`config.mk`:
```
export PLATFORM = sky130hd
export DESIGN_NAME = sbc_setup
export DESIGN_NICKNAME = d
export VERILOG_FILES = /design/src/sbc_pkg.sv /design/src/sbc_setup.sv
export SDC_FILE = /design/constraint.sdc
export NUM_CORES = 1
export LEC_CHECK = 0
export BUFFER_PORTS_ARGS = -buffer_cell sky130_fd_sc_hd__buf_2
export CORE_AREA = 10 10 217 219
export DETAILED_ROUTE_END_ITERATION = 8
export DIE_AREA = 0 0 227 229
export PLACE_DENSITY = 0.73
export SYNTH_ARGS = -nofsm -noshare
export SYNTH_HDL_FRONTEND = slang
export SYNTH_SLANG_ARGS = --single-unit
```
`constraint.sdc`:
```
create_clock -name clock -period 15.4 [get_ports clock]
set_clock_uncertainty 0.15 [all_clocks]
set_input_delay 1.54 -clock clock [delete_from_list [all_inputs] [get_ports clock]]
set_output_delay 1.54 -clock clock [all_outputs]
set_load 0.01 [all_outputs]
```
`src/sbc_pkg.sv`:
```
// ---------------------------------------------------------------------------
// Swept box collision package
// Shared constants and pipeline record types.
// ---------------------------------------------------------------------------
`default_nettype none

package sbc_pkg;

   localparam int COORD_BITS_DEF     = 16;
   localparam int TIME_FRAC_BITS_DEF = 16;
   localparam int MOVE_BITS          = 24;
   localparam int MOVE_FRAC          = 8;
   localparam int QUO_BITS           = 24;   // quotient bits below saturation
   localparam int TIME_W             = 27;   // signed time, holds +-2^25
   localparam int LANES              = 4;    // x entry, x exit, y entry, y exit

   localparam int LANE_XE = 0;
   localparam int LANE_XX = 1;
   localparam int LANE_YE = 2;
   localparam int LANE_YX = 3;

   localparam logic signed [TIME_W-1:0] TIME_INF = 27'sd33554432;

   localparam logic signed [1:0] NRM_POS  = 2'sb01;
   localparam logic signed [1:0] NRM_NEG  = 2'sb11;
   localparam logic signed [1:0] NRM_ZERO = 2'sb00;

   typedef struct packed {
      logic [MOVE_BITS-1:0] den;   // |displacement|
      logic [MOVE_BITS-1:0] rem;   // partial remainder
      logic [QUO_BITS-1:0]  quo;   // quotient bits so far
      logic [QUO_BITS-1:0]  numl;  // numerator bits still to shift in
      logic                 sat;   // quotient at or above 2^24
      logic                 neg;   // result sign
   } lane_type;

   typedef struct packed {
      logic zero_x;   // no horizontal motion
      logic zero_y;   // no vertical motion
      logic ien_x;    // x entry distance negative
      logic ien_y;    // y entry distance negative
   } side_type;

endpackage

`default_nettype wire

```
`src/sbc_setup.sv`:
```
// ---------------------------------------------------------------------------
// Swept box collision setup stage
// Face distances, signs and divider seeds for the four axis times.
// ---------------------------------------------------------------------------
`default_nettype none

module sbc_setup #(
   parameter int COORD_BITS     = 16,
   parameter int TIME_FRAC_BITS = 16
) (
   input  wire logic                               clock,
   input  wire logic                               reset,
   input  wire logic                               en,
   input  wire logic                               vld_in,
   input  wire logic signed [COORD_BITS-1:0]       mover_x,
   input  wire logic signed [COORD_BITS-1:0]       mover_y,
   input  wire logic [COORD_BITS-2:0]              mover_w,
   input  wire logic [COORD_BITS-2:0]              mover_h,
   input  wire logic signed [COORD_BITS-1:0]       other_x,
   input  wire logic signed [COORD_BITS-1:0]       other_y,
   input  wire logic [COORD_BITS-2:0]              other_w,
   input  wire logic [COORD_BITS-2:0]              other_h,
   input  wire logic signed [sbc_pkg::MOVE_BITS-1:0] move_x,
   input  wire logic signed [sbc_pkg::MOVE_BITS-1:0] move_y,
   output logic                                    vld_out,
   output sbc_pkg::lane_type [sbc_pkg::LANES-1:0]  lane_out,
   output sbc_pkg::side_type                       side_out
);
   import sbc_pkg::*;

   localparam int DW = COORD_BITS + 2;
   localparam int S  = MOVE_FRAC + TIME_FRAC_BITS;
   localparam int NW = DW + S;
   localparam int NH = NW - QUO_BITS;
   localparam int CW = (NH > MOVE_BITS) ? NH : MOVE_BITS;

   logic                         vld_ff;
   lane_type [LANES-1:0]         lane_ff, lane_in;
   side_type                     side_ff, side_in;

   logic signed [DW-1:0]         de_x, dx_x, de_y, dx_y;
   logic [MOVE_BITS-1:0]         um_x, um_y;

   // seed one lane: sign, magnitude split and saturation test
   function automatic lane_type mk_lane(input logic signed [DW-1:0] d,
                                        input logic mn,
                                        input logic [MOVE_BITS-1:0] um);
      logic [DW-1:0] ud;
      logic [NW-1:0] num;
      logic [NH-1:0] nh;
      lane_type      l;
      ud     = d[DW-1] ? DW'(-d) : DW'(d);
      num    = {ud, S'(0)};
      nh     = num[NW-1:QUO_BITS];
      l.den  = um;
      l.rem  = QUO_BITS'(nh);
      l.quo  = '0;
      l.numl = num[QUO_BITS-1:0];
      l.sat  = CW'(nh) >= CW'(um);
      l.neg  = d[DW-1] ^ mn;
      return l;
   endfunction

   // entry and exit distance on the side the motion faces
   function automatic logic signed [2*DW-1:0] dists(
         input logic signed [COORD_BITS-1:0] mp,
         input logic [COORD_BITS-2:0] ms,
         input logic signed [COORD_BITS-1:0] op,
         input logic [COORD_BITS-2:0] os,
         input logic signed [MOVE_BITS-1:0] mv);
      logic signed [DW-1:0] near, far;
      near = DW'(op) - (DW'(mp) + $signed(DW'(ms)));
      far  = (DW'(op) + $signed(DW'(os))) - DW'(mp);
      return (mv > 0) ? {near, far} : {far, near};
   endfunction

   always_comb begin
      {de_x, dx_x} = dists(mover_x, mover_w, other_x, other_w, move_x);
      {de_y, dx_y} = dists(mover_y, mover_h, other_y, other_h, move_y);
      um_x = move_x[MOVE_BITS-1] ? MOVE_BITS'(-move_x) : MOVE_BITS'(move_x);
      um_y = move_y[MOVE_BITS-1] ? MOVE_BITS'(-move_y) : MOVE_BITS'(move_y);
      lane_in[LANE_XE] = mk_lane(de_x, move_x[MOVE_BITS-1], um_x);
      lane_in[LANE_XX] = mk_lane(dx_x, move_x[MOVE_BITS-1], um_x);
      lane_in[LANE_YE] = mk_lane(de_y, move_y[MOVE_BITS-1], um_y);
      lane_in[LANE_YX] = mk_lane(dx_y, move_y[MOVE_BITS-1], um_y);
      side_in.zero_x   = (move_x == '0);
      side_in.zero_y   = (move_y == '0);
      side_in.ien_x    = de_x[DW-1];
      side_in.ien_y    = de_y[DW-1];
   end

   always_ff @(posedge clock) begin
      if (reset) begin
         vld_ff <= 1'b0;
      end else if (en) begin
         vld_ff <= vld_in;
      end
   end

   always_ff @(posedge clock) begin
      if (en) begin
         lane_ff <= lane_in;
         side_ff <= side_in;
      end
   end

   assign vld_out  = vld_ff;
   assign lane_out = lane_ff;
   assign side_out = side_ff;

endmodule

`default_nettype wire

```
# Yosys cells after proc, flatten, opt, wreduce, memory -nomap -nowiden
# Index checks and enable logic that the tools add are counted.
dict set report classes {
  magnitude_cmp 6
  n_reduce_logical 2
  bitwise 4
  n_mux 8
  n_addsub 14
}
# op n
set ops {}
lappend ops {{18-bit by 24-bit greater-or-equal comparator with 1-bit output} 4}
lappend ops {{18-bit two-way mux} 4}
lappend ops {{36-bit two-way mux} 2}
lappend ops {{18-bit negation} 4}
lappend ops {{16-bit by 16-bit adder with 17-bit output} 4}
lappend ops {{24-bit by 1-bit greater-than comparator with 1-bit output, second input constant} 2}
lappend ops {{24-bit zero test} 2}
lappend ops {{24-bit two-way mux} 2}
lappend ops {{24-bit negation} 2}
lappend ops {{16-bit by 17-bit subtractor with 18-bit output} 2}
lappend ops {{17-bit by 16-bit subtractor with 18-bit output} 2}
lappend ops {{1-bit bitwise XOR} 4}
dict set report word_totals {
  inputBits 176
  output_inout_bits 397
  word_cells 53
  regBits 133
}

# Longest topological paths before layout
dict set report logic_depth {
  word_depth 6
  mapped_depth 29
}

# Least setup slack after synthesis
# No wires, ideal clock.
dict set report synth_timing {
  path_kind {input to register}
  start {in move_x[1] in the netlist's numbering}
  end {reg lane_ff (netlist bit lane_out[99]) (data pin)}
  setup_slack_ns 8.767
  stages 25
  n_path_buf 5
  arrival_ns 6.224
  path_cell_list {inv_1 ha_1 or3b_1 or3_1 clkbuf_1 or4_4 o21bai_4 buf_6 buf_6 buf_2 buf_2 nand2_1 o21a_1 inv_1 ha_1 nand3_1 or4_1 o31a_1 o31ai_1 xor2_1 ha_1 a21o_1 a21oi_1 o211a_1 a21oi_1}
}
# item line
set synth_rtl {}
lappend synth_rtl {{from (decl)} sbc_setup.sv:23} ;# input wire logic signed [sbc_pkg::MOVE_BITS-1:0] move_x,
lappend synth_rtl {{to (signal assigned)} sbc_setup.sv:102} ;# lane_ff <= lane_in;
lappend synth_rtl {{to (decl)} sbc_setup.sv:38} ;# lane_type [LANES-1:0] lane_ff, lane_in;

==> metrics.md <==
| Metric | Value |
|---|---|
| Status | completed |
| Cells after synthesis | 1902 |
| Rel. slew slack | 0.289 |
| Congestion Overflow GR | 0 |
| I/O Buffers | 356 |
| Share of layout cells above drive strength 1 | 0.193 |
| Worst Setup SP | mover_y[2] |
| Avg Cell Area, Syn | 8.79 um2 |
| # IOs | 573 |
| Num rows | 76 |
| DR iter-0 viols | 1121 |
| Detailed-route via count | 14281 |
| Number of global-route vias before repair | 14424 |
| Largest net degree at the start of global routing | 73 |
| Asr flop ratio synth | 0 |
| Reg2reg path depth | 2 |
| Pins over their slew limit | 0 |
| Global-route wire length before repair | 80200 um |
| Final ANT Viol Nets | 0 |
| Final setup fails | 0 |
| Crit path DAT | 6.96 ns |
| Crit-path max FO | 5 |
| Setup Crit Path Kind | input pin to flip-flop |
| Shortest period the worst path allows | 6.95 ns |
| Startpoint Class | input pin |
| Clock sink count | 133 |
| Largest family of logic cells by synthesized area | adder cells |
| Number of post-CTS setup repair buffers | 0 |
| Starting Density | 0.392 |
| CTS buffer count | 17 |
| Clock Latency Late Sink | 0.42 ns |
| Mapped Area | 0.0167 mm2 |
| Crit path required time | 15.42 ns |
| Post-synthesis sequential area ratio | 0.238 |
| Root Buffer | clkbuf_16 |
| Adder-cell share of the synthesized area | 0.187 |
| Via-per-instance ratio | 5.17 |
| Setup TNS | 0 ns |
| Post-synthesis compound-gate area fraction | 0.158 |
| Top cells by area, synth | edfxtp_1 (24%), buf_4 (12%), ha_1 (12%) |
| YS warnings | 0 |
| Final core utilization | 0.434 |
| Initial antenna violation count | 13 |
| Post-synth top area share | 0.237 |
| DRT Pass-1 Iters | 5 |
| Most used DFF post-synth | edfxtp_1 |
| Max-Cap Viols | 0 |
| Smallest hold slack | 0.342 ns |
| Die area | 0.0520 mm2 |
| Max VDD drop | 0.0000739 V |
| Die Wd | 227 um |
| Post-Synth Simple-Gate Area | 0.128 |
| FMAX | 0.144 GHz |
| DR WL/cell | 19.2 um |
| Actual slew at the worst max-slew pin | 1.05 ns |
| Netlist cell types | 83 |
| Total Routing Usage GR | 0.194 |
| Post-cts sizing count | 0 |
| Mux share of post-synthesis cell area | 0.0244 |
| Min-delay src | vld_out |
| Clock-pin slew on the worst setup and hold paths | 0.06 ns |
| Hold buffer count at cts | 0 |
| Syn-to-layout area delta | 10.9% |
| RSZ-0062 raised after global routing | no |
| Height of the die | 229 um |
| Crit share post-route | 0.451 |
| Routability-driven placement congestion ratio | 0.942 |
| Hold path cells | 2 |
| Worst min-delay path class | flip-flop to flip-flop |
| Synthesized flop and latch total | 133 |
| FF-to-FF Start | vld_out |
| Fin. Hold Viols | 0 |
| Remaining DRCs | 0 |
| Worst setup EP type | flip-flop |
| PwrDens | 130 mW/mm2 |
| Layout Nets | 2590 |
| Pleak | 8.97 nW |
| Hpwl dp | 45800 um |
| CTS H-Tree Depth | 4 |
| CTS tree | yes |
| Core ar. | 0.0427 mm2 |
| Post-Synth XOR/XNOR Area | 0.0807 |
| Clock Tree Buf Depth | 2 |
| Aggregate routed wire length | 53000 um |
| EDFF count, synth | 132 |
| Leading area contributor after synthesis | edfxtp_1 |
## cells by family after synthesis
group                      after synthesis
buffers and inverters                  546
and+or+nand+nor                        414
AOI/OAI and AO/OA                      401
adders and majority gates              214
xor gates and xnor gates               154
DFF                                    133
muxes                                   39
other                                    1
## where the power goes
part / internal, W / total (W) / switching (W)
combinational: 0.000532 / 0.00140 / 0.000870
clock: 0.000287 / 0.000443 / 0.000157
sequential: 0.000530 / 0.000574 / 0.0000438
total: 0.00135 / 0.00242 / 0.00107
## synthesized netlist by cell type, types with 8 or more instances
cell      count
a211o_1       8
a211oi_1     16
a21o_1       43
a21oi_1     104
a31oi_1       9
and2_1       10
buf_4       264
clkbuf_1     22
edfxtp_1    132
fa_1         60
ha_1        154
inv_1       247
mux2_2        8
mux2i_1      29
nand2_1     110
nand2b_1     27
nand3_1      29
nand4_1      12
nor2_1       71
nor2b_1      15
nor3_1       46
nor4_1       10
o211ai_1     15
o21a_1       15
o21ai_0      79
o21ai_1      15
o31ai_1      21
o41ai_1      12
or2_2        12
or3_1        21
or4_1        15
xnor2_1     111
xor2_1       43
## metal layers
metal,wire (um),vias to the layer above,track usage
met4,1800,2,0.0779
li1,-,6726,-
met1,22600,6764,0.244
met5,10,-,0
met3,3780,101,0.0330
met2,24800,688,0.323
## layout make-up
| cell class | instances | area, um2 |
|---|---|---|
| sequential | 133 | 3980 |
| tap | 546 | 683 |
| fill | 4180 | 24200 |
| antenna | 4 | 10.0 |
| multi-input combinational | 1438 | 10500 |
| timing repair buffer | 361 | 1820 |
| clock inverter | 12 | 204 |
| clock buffer | 19 | 433 |
| inverter | 249 | 935 |
## registers in the layout, indices dropped and copies added, names as in the netlist
name,cells
lane_out,128
side_out,4
vld_out,1
## critical path: stages
cell       delay, ns
buf_2           0.10
inv_1           0.06
fa_1            0.48
ha_1            0.40
o211ai_1        0.19
a2111oi_0       0.88
nor2_1          0.18
a2111oi_0       0.59
a211oi_1        0.13
xor2_1          0.36
mux2i_1         0.23
o41ai_1         0.48
xnor2_1         0.28
ha_1            0.35
and3_1          0.17
a21oi_1         0.10
o21ai_0         0.10
nor4_1          0.25
nor3_1          0.09
## final timing paths
kind / endpoint / slack (ns)
max: lane_out[197] / 8.45
min: vld_out / 0.34
max reg2reg: vld_out / 14.67
min reg2reg: vld_out / 0.34
## per-stage QoR
step           std cells  area [um2]  setup WS [ns]  total power (W)
3_5_place_dp        2727       17900           8.10          0.00196
5_1_grt             2762       18500           8.05          0.00260
4_1_cts             2758       18500           8.52          0.00241
3_3_place_gp        2727       17900           8.24          0.00193
6_report            2762       18500           8.45          0.00242
2_1_floorplan       2117       17500           8.77          0.00155
## cell usage in the layout (no fill, tap or decap), types with 16 or more instances in the layout
master and n:
buf_2 355, inv_1 247, conb_1 216, ha_1 154, edfxtp_1 132, xnor2_1 111, nand2_1 110, a21oi_1 103
o21ai_0 79, nor2_1 71, fa_1 60, nor3_1 46, a21o_1 43, xor2_1 43, nand3_1 29, mux2i_1 29
nand2b_1 27, or3_1 21, o31ai_1 21, clkbuf_16 17, a211oi_1 16
(Power assumes the default switching activity.)
